## src/hw/rtl/ttp_pkg.sv

```systemverilog
// shared constants, types and note table for the tone to pwm unit
`default_nettype none
package ttp_pkg;

   localparam int FREQ_W     = 20;
   localparam int DUTY_W     = 7;
   localparam int CLK_W      = 25;
   localparam int DIVSR_W    = 26;
   localparam int QUOT_W     = 20;
   localparam int PERIOD_W   = 16;
   localparam int PROD_W     = 24;
   localparam int RECIP_W    = 26;
   localparam int RCP_PROD_W = PROD_W + RECIP_W;
   localparam int RECIP_SH   = 32;
   localparam int REQ_DATA_W = 40;
   localparam int RSP_DATA_W = 48;

   localparam logic [CLK_W-1:0] CLK_12M = 25'd12000000;
   localparam logic [CLK_W-1:0] CLK_22M = 25'd22118400;
   localparam logic [7:0] PRESCALE = 8'd20;
   localparam logic [2:0] DIV_CODE = 3'd4;
   // ceil(2^32 / 100), exact for products below 2^32 / 400
   localparam logic [RECIP_W-1:0] RECIP_100 = 26'd42949673;

   localparam logic OP_FREQ = 1'b0;
   localparam logic OP_NOTE = 1'b1;
   localparam logic CLK_SEL_12M = 1'b0;

   typedef struct packed {
      logic             en;
      logic [DUTY_W-1:0] duty;
   } side_type;

   localparam logic [10:0] NOTE_TABLE [0:47] = '{
      11'd0,    11'd0,    11'd262,  11'd277,  11'd294,  11'd311,  11'd330,  11'd330,
      11'd349,  11'd370,  11'd392,  11'd415,  11'd440,  11'd464,  11'd494,  11'd494,
      11'd0,    11'd0,    11'd523,  11'd554,  11'd587,  11'd622,  11'd659,  11'd659,
      11'd698,  11'd740,  11'd784,  11'd831,  11'd880,  11'd932,  11'd988,  11'd988,
      11'd0,    11'd0,    11'd1046, 11'd1109, 11'd1175, 11'd1245, 11'd1318, 11'd1318,
      11'd1397, 11'd1480, 11'd1568, 11'd1661, 11'd1760, 11'd1865, 11'd1976, 11'd1976
   };

   function automatic logic [10:0] note_hz(input logic [1:0] oct, input logic [2:0] stp,
                                           input logic shp);
      logic [5:0] idx;
      idx = {oct, stp, shp};
      if (oct == 2'd3) begin
         return 11'd0;
      end
      return NOTE_TABLE[idx];
   endfunction

endpackage
`default_nettype wire

```

## src/hw/rtl/ttp_div.sv

```systemverilog
// pipelined restoring divider, one quotient bit per stage
`default_nettype none
module ttp_div (
   input  wire logic                          clock,
   input  wire logic                          reset,
   input  wire logic                          advance,
   input  wire logic                          in_valid,
   input  wire logic [ttp_pkg::CLK_W-1:0]     in_dividend,
   input  wire logic [ttp_pkg::DIVSR_W-1:0]   in_divisor,
   input  wire ttp_pkg::side_type             in_side,
   output      logic                          out_valid,
   output      logic [ttp_pkg::QUOT_W-1:0]    out_quot,
   output      ttp_pkg::side_type             out_side
);
   import ttp_pkg::*;

   localparam int HI_W = CLK_W - QUOT_W;

   logic                 valid_ff [0:QUOT_W];
   logic [DIVSR_W-1:0]   rem_ff   [0:QUOT_W];
   logic [QUOT_W-1:0]    low_ff   [0:QUOT_W];
   logic [QUOT_W-1:0]    quot_ff  [0:QUOT_W];
   logic [DIVSR_W-1:0]   divsr_ff [0:QUOT_W];
   side_type             side_ff  [0:QUOT_W];

   // stage 0 holds the top dividend bits, which are below the divisor whenever the frequency is nonzero
   always_comb begin
      valid_ff[0] = in_valid;
      rem_ff[0]   = {{(DIVSR_W-HI_W){1'b0}}, in_dividend[CLK_W-1:QUOT_W]};
      low_ff[0]   = in_dividend[QUOT_W-1:0];
      quot_ff[0]  = '0;
      divsr_ff[0] = in_divisor;
      side_ff[0]  = in_side;
   end

   for (genvar i = 0; i < QUOT_W; i++) begin : g_stage
      logic [DIVSR_W:0]   trial_in;
      logic [DIVSR_W:0]   diff_in;
      logic               take_in;
      logic [DIVSR_W-1:0] rem_in;

      always_comb begin
         trial_in = {rem_ff[i], low_ff[i][QUOT_W-1-i]};
         diff_in  = trial_in - {1'b0, divsr_ff[i]};
         take_in  = trial_in >= {1'b0, divsr_ff[i]};
         rem_in   = take_in ? diff_in[DIVSR_W-1:0] : trial_in[DIVSR_W-1:0];
      end

      always_ff @(posedge clock) begin
         if (reset) begin
            valid_ff[i+1] <= 1'b0;
         end else if (advance) begin
            valid_ff[i+1] <= valid_ff[i];
         end
         if (advance) begin
            rem_ff[i+1]   <= rem_in;
            low_ff[i+1]   <= low_ff[i];
            quot_ff[i+1]  <= {quot_ff[i][QUOT_W-2:0], take_in};
            divsr_ff[i+1] <= divsr_ff[i];
            side_ff[i+1]  <= side_ff[i];
         end
      end
   end

   assign out_valid = valid_ff[QUOT_W];
   assign out_quot  = quot_ff[QUOT_W];
   assign out_side  = side_ff[QUOT_W];

endmodule
`default_nettype wire

```

## src/hw/rtl/tone_to_pwm_period_compare_unit.sv

```systemverilog
// top level: tone to pwm period and compare calculation pipeline
// Usage:
//   req channel carries one tone request per transaction: tuser is the op
//   (0 frequency, 1 note), tdata the frequency, note and duty fields.
//   rsp channel returns exactly one result per request, in order.
//   csr_wr_en/csr_wr_data write clock_select (0 12 MHz, 1 22.1184 MHz);
//   write it only while no request is in flight.
// Pipeline: the input stage loads at the accepting edge, then 20 divider
//   stages (one quotient bit each, set by the width of clock / (42 * f)),
//   then period, duty product, reciprocal product and the output register.
// Throughput: one transaction per cycle, sustained while the output is not stalled.
// Stall: when rsp_tvalid is high and rsp_tready low, the whole pipeline
//   holds and req_tready drops; no data is lost or repeated.
// Reset: synchronous, clears all valid bits and sets clock_select to 0.
`default_nettype none
module tone_to_pwm_period_compare_unit (
   input  wire logic                             clock,
   input  wire logic                             reset,
   input  wire logic                             csr_wr_en,
   input  wire logic                             csr_wr_data,
   input  wire logic                             req_tvalid,
   output      logic                             req_tready,
   // frequency_hz[19:0], octave[21:20], step[24:22], sharp[25], duty_percent[32:26]
   input  wire logic [ttp_pkg::REQ_DATA_W-1:0]   req_tdata,
   // op[0]
   input  wire logic                             req_tuser,
   output      logic                             rsp_tvalid,
   input  wire logic                             rsp_tready,
   // output_enable[0], period_count[16:1], compare_count[32:17],
   // prescale_value[40:33], divider_select[43:41]
   output      logic [ttp_pkg::RSP_DATA_W-1:0]   rsp_tdata
);
   import ttp_pkg::*;

   logic advance;
   logic clk_sel_ff;

   // input stage
   logic                s0_valid_ff;
   logic [CLK_W-1:0]    s0_clk_ff;
   logic [DIVSR_W-1:0]  s0_divsr_ff;
   side_type            s0_side_ff;
   logic [FREQ_W-1:0]   freq_in;
   logic [DIVSR_W-1:0]  divsr_in;

   // divider output
   logic                dv_valid;
   logic [QUOT_W-1:0]   dv_quot;
   side_type            dv_side;

   // period stage
   logic                sp_valid_ff;
   logic [PERIOD_W-1:0] sp_period_ff;
   side_type            sp_side_ff;
   logic [PERIOD_W-1:0] period_in;

   // product stage
   logic                sm_valid_ff;
   logic                sm_en_ff;
   logic [PERIOD_W-1:0] sm_period_ff;
   logic [PROD_W-1:0]   sm_prod_ff;
   logic [PROD_W-1:0]   prod_in;

   // reciprocal stage
   logic                sr_valid_ff;
   logic                sr_en_ff;
   logic [PERIOD_W-1:0] sr_period_ff;
   logic [RCP_PROD_W-1:0] sr_rcp_ff;

   // output register
   logic                  rsp_valid_ff;
   logic [RSP_DATA_W-1:0] rsp_data_ff;
   logic [RSP_DATA_W-1:0] rsp_data_in;
   logic [RCP_PROD_W-RECIP_SH-1:0] pct_in;
   logic [PERIOD_W-1:0]   cmp_in;

   assign advance    = !rsp_valid_ff || rsp_tready;
   assign req_tready = advance;

   always_ff @(posedge clock) begin
      if (reset) begin
         clk_sel_ff <= CLK_SEL_12M;
      end else if (csr_wr_en) begin
         clk_sel_ff <= csr_wr_data;
      end
   end

   always_comb begin
      if (req_tuser == OP_NOTE) begin
         freq_in = {{(FREQ_W-11){1'b0}},
                    note_hz(req_tdata[21:20], req_tdata[24:22], req_tdata[25])};
      end else begin
         freq_in = req_tdata[FREQ_W-1:0];
      end
      // f * 42, the prescale+1 and the factor of two folded into one divisor
      divsr_in = {1'b0, freq_in, 5'd0} + {3'd0, freq_in, 3'd0} + {5'd0, freq_in, 1'b0};
   end

   always_ff @(posedge clock) begin
      if (reset) begin
         s0_valid_ff <= 1'b0;
      end else if (advance) begin
         s0_valid_ff <= req_tvalid;
      end
      if (advance) begin
         s0_clk_ff       <= (clk_sel_ff == CLK_SEL_12M) ? CLK_12M : CLK_22M;
         s0_divsr_ff     <= divsr_in;
         s0_side_ff.en   <= freq_in != '0;
         s0_side_ff.duty <= req_tdata[32:26];
      end
   end

   ttp_div u_div (
      .clock       (clock),
      .reset       (reset),
      .advance     (advance),
      .in_valid    (s0_valid_ff),
      .in_dividend (s0_clk_ff),
      .in_divisor  (s0_divsr_ff),
      .in_side     (s0_side_ff),
      .out_valid   (dv_valid),
      .out_quot    (dv_quot),
      .out_side    (dv_side)
   );

   // period saturation: quotient of 0 or 1 gives 0, above 65536 clamps
   always_comb begin
      if (dv_quot == '0) begin
         period_in = '0;
      end else if (dv_quot > {{(QUOT_W-PERIOD_W-1){1'b0}}, 1'b1, {PERIOD_W{1'b0}}}) begin
         period_in = '1;
      end else begin
         period_in = PERIOD_W'(dv_quot - QUOT_W'(1));
      end
   end

   always_ff @(posedge clock) begin
      if (reset) begin
         sp_valid_ff <= 1'b0;
      end else if (advance) begin
         sp_valid_ff <= dv_valid;
      end
      if (advance) begin
         sp_period_ff <= period_in;
         sp_side_ff   <= dv_side;
      end
   end

   assign prod_in = ({8'd0, sp_period_ff} + 24'd1) * {17'd0, sp_side_ff.duty};

   always_ff @(posedge clock) begin
      if (reset) begin
         sm_valid_ff <= 1'b0;
      end else if (advance) begin
         sm_valid_ff <= sp_valid_ff;
      end
      if (advance) begin
         sm_en_ff     <= sp_side_ff.en;
         sm_period_ff <= sp_period_ff;
         sm_prod_ff   <= prod_in;
      end
   end

   always_ff @(posedge clock) begin
      if (reset) begin
         sr_valid_ff <= 1'b0;
      end else if (advance) begin
         sr_valid_ff <= sm_valid_ff;
      end
      if (advance) begin
         sr_en_ff     <= sm_en_ff;
         sr_period_ff <= sm_period_ff;
         sr_rcp_ff    <= {{RECIP_W{1'b0}}, sm_prod_ff} * {{PROD_W{1'b0}}, RECIP_100};
      end
   end

   // divide by 100 via the reciprocal, then minus one (zero wraps to all ones); disabled gives all zeros
   always_comb begin
      pct_in = sr_rcp_ff[RCP_PROD_W-1:RECIP_SH];
      cmp_in = PERIOD_W'(pct_in - 1'b1);
      if (sr_en_ff) begin
         rsp_data_in = {4'd0, DIV_CODE, PRESCALE, cmp_in, sr_period_ff, 1'b1};
      end else begin
         rsp_data_in = '0;
      end
   end

   always_ff @(posedge clock) begin
      if (reset) begin
         rsp_valid_ff <= 1'b0;
      end else if (advance) begin
         rsp_valid_ff <= sr_valid_ff;
      end
      if (advance) begin
         rsp_data_ff <= rsp_data_in;
      end
   end

   assign rsp_tvalid = rsp_valid_ff;
   assign rsp_tdata  = rsp_data_ff;

endmodule
`default_nettype wire

```

## config.mk

```make
export PLATFORM = sky130hd
export DESIGN_NAME = tone_to_pwm_period_compare_unit
export DESIGN_NICKNAME = d
export VERILOG_FILES = /design/src/hw/rtl/ttp_pkg.sv /design/src/hw/rtl/ttp_div.sv /design/src/hw/rtl/tone_to_pwm_period_compare_unit.sv
export SDC_FILE = /design/constraint.sdc
export NUM_CORES = 2
export LEC_CHECK = 0
export BUFFER_PORTS_ARGS = -buffer_cell sky130_fd_sc_hd__buf_2
export CAP_MARGIN = 25
export CORE_MARGIN = 2
export CORE_UTILIZATION = 45
export DETAILED_ROUTE_END_ITERATION = 7
export MAX_ROUTING_LAYER = met4
export SYNTH_ARGS = -nofsm -noshare
export SYNTH_HDL_FRONTEND = slang
export SYNTH_SLANG_ARGS = --single-unit
```

## constraint.sdc

```tcl
create_clock -name clock -period 88.5 [get_ports clock]
set_input_delay 13.275 -clock clock [delete_from_list [all_inputs] [get_ports clock]]
set_output_delay 13.275 -clock clock [all_outputs]
set_load 0.01 [all_outputs]
```

* After elaboration in Yosys (flattened, before gate mapping)
Memory sizes are Yosys's and may differ from the RTL's. Index checks and enable logic that the tools add are counted.
Word-level totals: bits in registers 1811, logic and storage cells 243, output and inout bits 50, bits of input ports 47, memories kept 1, ROM bits 704
Operators by class: multiplexer cells 29, $mul 2, bitwise logic cells 1, magnitude comparators 22, reductions and logical operators 4, $add $sub $neg 24, equal/unequal tests 1
Memory list:
- (name not given) | depth 64, width 11, rd ports 1, clocked after Yosys merged registers in 0, write ports 0, line ttp_pkg.sv:50 | return NOTE_TABLE[idx];
Operators by type and width (count):
- $ge 27x26->1 | 19
- $mux 26 | 18
- $sub 26x26->26 | 18
- $mul 24x26->48 const B | 1
- $mux 11 | 4
- $mux 44 | 1
- $sub 16x1->16 const B | 2
- $add 25x23->26 | 1
- $add 26x21->26 | 1
- $ge 6x26->1 | 1
- $sub 6x26->26 | 1
- $mux 25 | 1
- $mul 17x7->24 | 1
- $gt 20x17->1 const B | 1
- $logic_not 20->1 | 1
- $mux 20 | 1
- $reduce_bool 20->1 | 1
- $add 16x1->17 const B | 1
- $mux 16 | 1
- $ge 7x7->1 const B | 1
- $not 6->7 | 1
- $mux 6 | 1
- $eq 2x2->1 const B | 1
- $mux 1 | 2
- 2 further kinds | 2

* Longest topological paths before layout
word-level depth 8, gate-level depth with buffers 25, depth with buffers taken out 25

* Modules after synthesis
From an unflattened synthesis, not the netlist that was laid out.
Unflattened totals: cell total of the unflattened synthesis 8264, area, all modules 99673.1 sq um
Modules (own cells, without submodules):
- ttp_div | sequential area each 46885.0 sq um, cells an instance 6248, area an instance 78330.1 sq um, instances 1
- tone_to_pwm_period_compare_unit | sequential area each 5104.9 sq um, cells an instance 2016, area an instance 21343.0 sq um, instances 1

* Worst setup path after synthesis
Ideal clock, no wire load.
kind in2out, from input port rsp_tready, to output port req_tready, buffers on the path 2, stages 4, arrival time 54.289 ns, slack 20.936 ns, data required time 75.225 ns, cell sequence nor2b_1 > clkbuf_1 > inv_2 > clkbuf_1
Between the ends: longest elaborated chain between the ends 1
RTL lines:
- from (decl) | line tone_to_pwm_period_compare_unit.sv:28 | input wire logic rsp_tready,
- $logic_or 1x1->1 | line tone_to_pwm_period_compare_unit.sv:77 | assign advance = !rsp_valid_ff || rsp_tready;
- to (decl) | line tone_to_pwm_period_compare_unit.sv:22 | output logic req_tready,
Every way passes these cells.

* Final worst setup path
Same ends and word-level chain as after synthesis.

==> insert_results.sql <==
INSERT INTO impl_metrics (metric_group, metric, value, unit) VALUES
('drt', 'routed-wl-met2', '89800', 'µm'),
('setup_path', 'timing.critical_path.to_type', 'output pin', ''),
('placement', 'dp_cells', '10600', ''),
('status', 'status', 'completed', ''),
('die', 'fp.dieArea', '207000', 'µm²'),
('synth', 'synth-warning-count', '0', ''),
('drt', 'avgRoutedWirePerCell', '17.5', 'µm'),
('placement', 'hpwl_dp', '145000', 'µm'),
('die', 'chipHeight', '455', 'µm'),
('synth', 'synthesized_area_fraction_occupied_by_xor_and_xnor_cells', '4.47', '%'),
('synth', 'async_flop_share', '0', '%'),
('cts', 'clock-sinks', '1529', ''),
('setup_path', 'critPathBufInv', '4', ''),
('timing', 'setup-tns-final', '0', 'ns'),
('placement', 'port_buffers', '77', ''),
('cts', 'clkLatencyLatePin', '0.84', 'ns'),
('finish', 'final_layout_size_suffix_gt1_share', '7.60', '%'),
('global_routing', 'grt_remaining_overflow', '0', ''),
('synth', 'synth.largest_area_cell', 'edfxtp_1', ''),
('synth', 'synthFlopType', 'edfxtp_1', ''),
('setup_path', 'worst-endpoint-arrival', '14.44', 'ns'),
('synth', 'synth.yosys.seq_area_share', '49.8', '%'),
('global_routing', 'antenna_found_initial', '2', ''),
('drt', 'wirelength_met1', '89400', 'µm'),
('finish', 'area_growth', '10.2', '%'),
('placement', 'placement_stage_worst_setup_slack', '60.12', 'ns'),
('timing', 'setup_viol', '0', ''),
('timing', 'unrepaired_setup_endpoints_after_global_routing', 'false', ''),
('drt', 'drc', '0', ''),
('synth', 'synth_mux_area_share', '2.57', '%'),
('finish', 'fill_cells', '17900', ''),
('global_routing', 'vias_in_the_first_global_route', '57000', ''),
('synth', 'largest_family_of_logic_cells_by_synthesized_area', 'adder cells', ''),
('cts', 'htreeDepth', '4', ''),
('synth', 'synthDominantCellAreaShare', '49.3', '%'),
('setup_path', 'slowest_cell_on_the_critical_path', 'inv_8', ''),
('synth', 'synthMostInstantiatedCell', 'edfxtp_1', ''),
('cts', 'cts_tree', 'done', ''),
('placement', 'gpl.final_weighted_congestion', '0.884', ''),
('drt', 'dr.max_layer_used', 'met4', ''),
('timing', 'period_utilisation_layout', '31.3', '%'),
('global_routing', 'grt_first_pass_wirelength', '307000', 'µm'),
('finish', 'final_cells', '10900', ''),
('timing', 'post-route-min-period', '27.72', 'ns'),
('synth', 'post_synth_main_area_contributors', 'edfxtp_1 49%, ha_1 11%, fa_1 6.6%, inv_1 4.4%, a21oi_1 3.2%', ''),
('cts', 'cts_root_buf', 'clkbuf_16', ''),
('setup_path', 'cp_cell_sequence', 'buf_2 > nor2b_2 > buf_8 > inv_8 > buf_2', ''),
('cts', 'numCtsBuffers', '171', ''),
('timing', 'timing.slew.headroom', '28.2', '%'),
('drt', 'wl_met3', '6910', 'µm'),
('cts', 'clk_transition_reported_paths', '0.06', 'ns'),
('timing', 'postLayoutSetupSlackWorst', '60.78', 'ns'),
('setup_path', 'required', '75.22', 'ns'),
('synth', 'ys_seq_elements', '1529', ''),
('setup_path', 'crit_path_start_kind', 'input pin', ''),
('setup_path', 'crit_path_max_incr_delay', '0.52', 'ns'),
('cts', 'cts_buffer_depth', '3', ''),
('die', 'initial_core_util', '45.3', '%'),
('synth', 'post_synth_adder_cell_area', '17.7', '%'),
('min_path', 'hold_path_class', 'flip-flop to flip-flop', ''),
('die', 'ioPinCount', '97', ''),
('setup_path', 'crit_top_cell', 'buf_2', ''),
('timing', 'pins_over_slew_limit', '0', ''),
('timing', 'timing_worst_slew_pin_value', '1.08', 'ns'),
('cts', 'cts_hold_repair.buffers', '0', ''),
('setup_path', 'timing.critical_path.max_delay_family', 'buffers and inverters', ''),
('setup_path', 'critical_path.max_fanout', '104', ''),
('flow_run', 'number_of_max_capacitance_violations_reported', '0', ''),
('synth', 'yosys-top-cells-count', '1,503 x edfxtp_1, 1,076 x inv_1, 808 x ha_1', ''),
('timing', 'max_freq', '36.1', 'MHz'),
('setup_path', 'startpoint_to_endpoint_class_of_the_critical_path', 'input pin to output pin', '');
==> cells in the final DEF, fill, tap and decap left out, drive strengths merged, types with 185 or more instances in the layout <==
cell    instances
a21o          200
a21oi         585
clkbuf        201
edfxtp       1503
fa            304
ha            808
inv          1082
mux2          185
nand2         518
nor2          422
o21ai         400
xnor2         273
xor2          194
==> registers in the layout, summed over array words and instances, names as in the netlist, 19 cells and up <==
signal and flops:
rsp_tdata 33, s0_divsr_ff 25, sm_prod_ff 24, u_div.divsr_ff 475
u_div.g_stage.trial_in 483, u_div.out_quot 20, u_div.quot_ff 190, u_div.side_ff 152
u_div.valid_ff 19
==> per-stage QoR <==
stage | instance area, µm² | hold slack [ns]
after global placement | 95100 | 0.401
final | 101000 | 0.364
after detailed placement | 95200 | 0.405
after floorplan | 91700 | 0.400
after global routing | 101000 | 0.380
after CTS | 101000 | 0.371
==> final cells by class <==
cell class | instances | area, µm² | share of cell area [%]
flip-flops and latches | 1529 | 45700 | 45.2
multi-input cells | 5187 | 41400 | 41.0
clock buffers | 201 | 4390 | 4.35
inverters | 1079 | 4060 | 4.02
well taps | 2672 | 3340 | 3.31
clock inverters | 113 | 1320 | 1.31
repair buffers | 118 | 764 | 0.757
diodes | 3 | 7.51 | 0.00744
==> cells by family (layout without fill, tap and decap cells) <==
| kind of cell | Yosys count | in the layout |
|---|---|---|
| and+or+nand+nor | 1674 | 1674 |
| AOI/OAI and AO/OA | 1695 | 1695 |
| buffers and inverters | 1232 | 1511 |
| other | 1 | 35 |
| DFF | 1529 | 1529 |
| adders and majority gates | 1113 | 1113 |
| xor gates and xnor gates | 467 | 467 |
| muxes | 206 | 206 |
==> worst register-to-register path, cell delays in order, from the launching register on <==
cell	delay [ns]
edfxtp_1	0.70
inv_1	0.19
fa_1	0.53
inv_1	0.08
fa_1	0.51
inv_1	0.05
fa_1	0.50
fa_1	0.52
inv_1	0.05
fa_1	0.48
fa_1	0.54
inv_1	0.06
fa_1	0.54
inv_1	0.05
ha_1	0.21
a21o_1	0.18
a21o_1	0.17
a21oi_1	0.17
o21a_1	0.19
o211ai_1	0.10
a21oi_1	0.42
nor3_1	0.14
o31ai_1	0.34
nor2b_1	0.21
xnor2_1	0.07
==> worst paths after layout <==
check	to	slack, ns	cells after the start	start
worst max-delay path	req_tready	60.78	5	rsp_tready
worst min-delay path	u_div.quot_ff[109]	0.36	0	u_div.quot_ff[128]
worst max register to register	sr_rcp_ff[47]	81.25	24	sm_prod_ff[7]
worst min register to register	u_div.quot_ff[109]	0.36	0	u_div.quot_ff[128]
==> routing by layer <==
metal	up-vias	global-route usage, %
li1	28400	-
met1	27800	25.4
met2	1028	30.7
met3	275	2.73
met4	0	5.23
met5	-	-
Power is not shown: default switching activity piles up to over one toggle a cycle in this logic, so the estimate is an artifact.
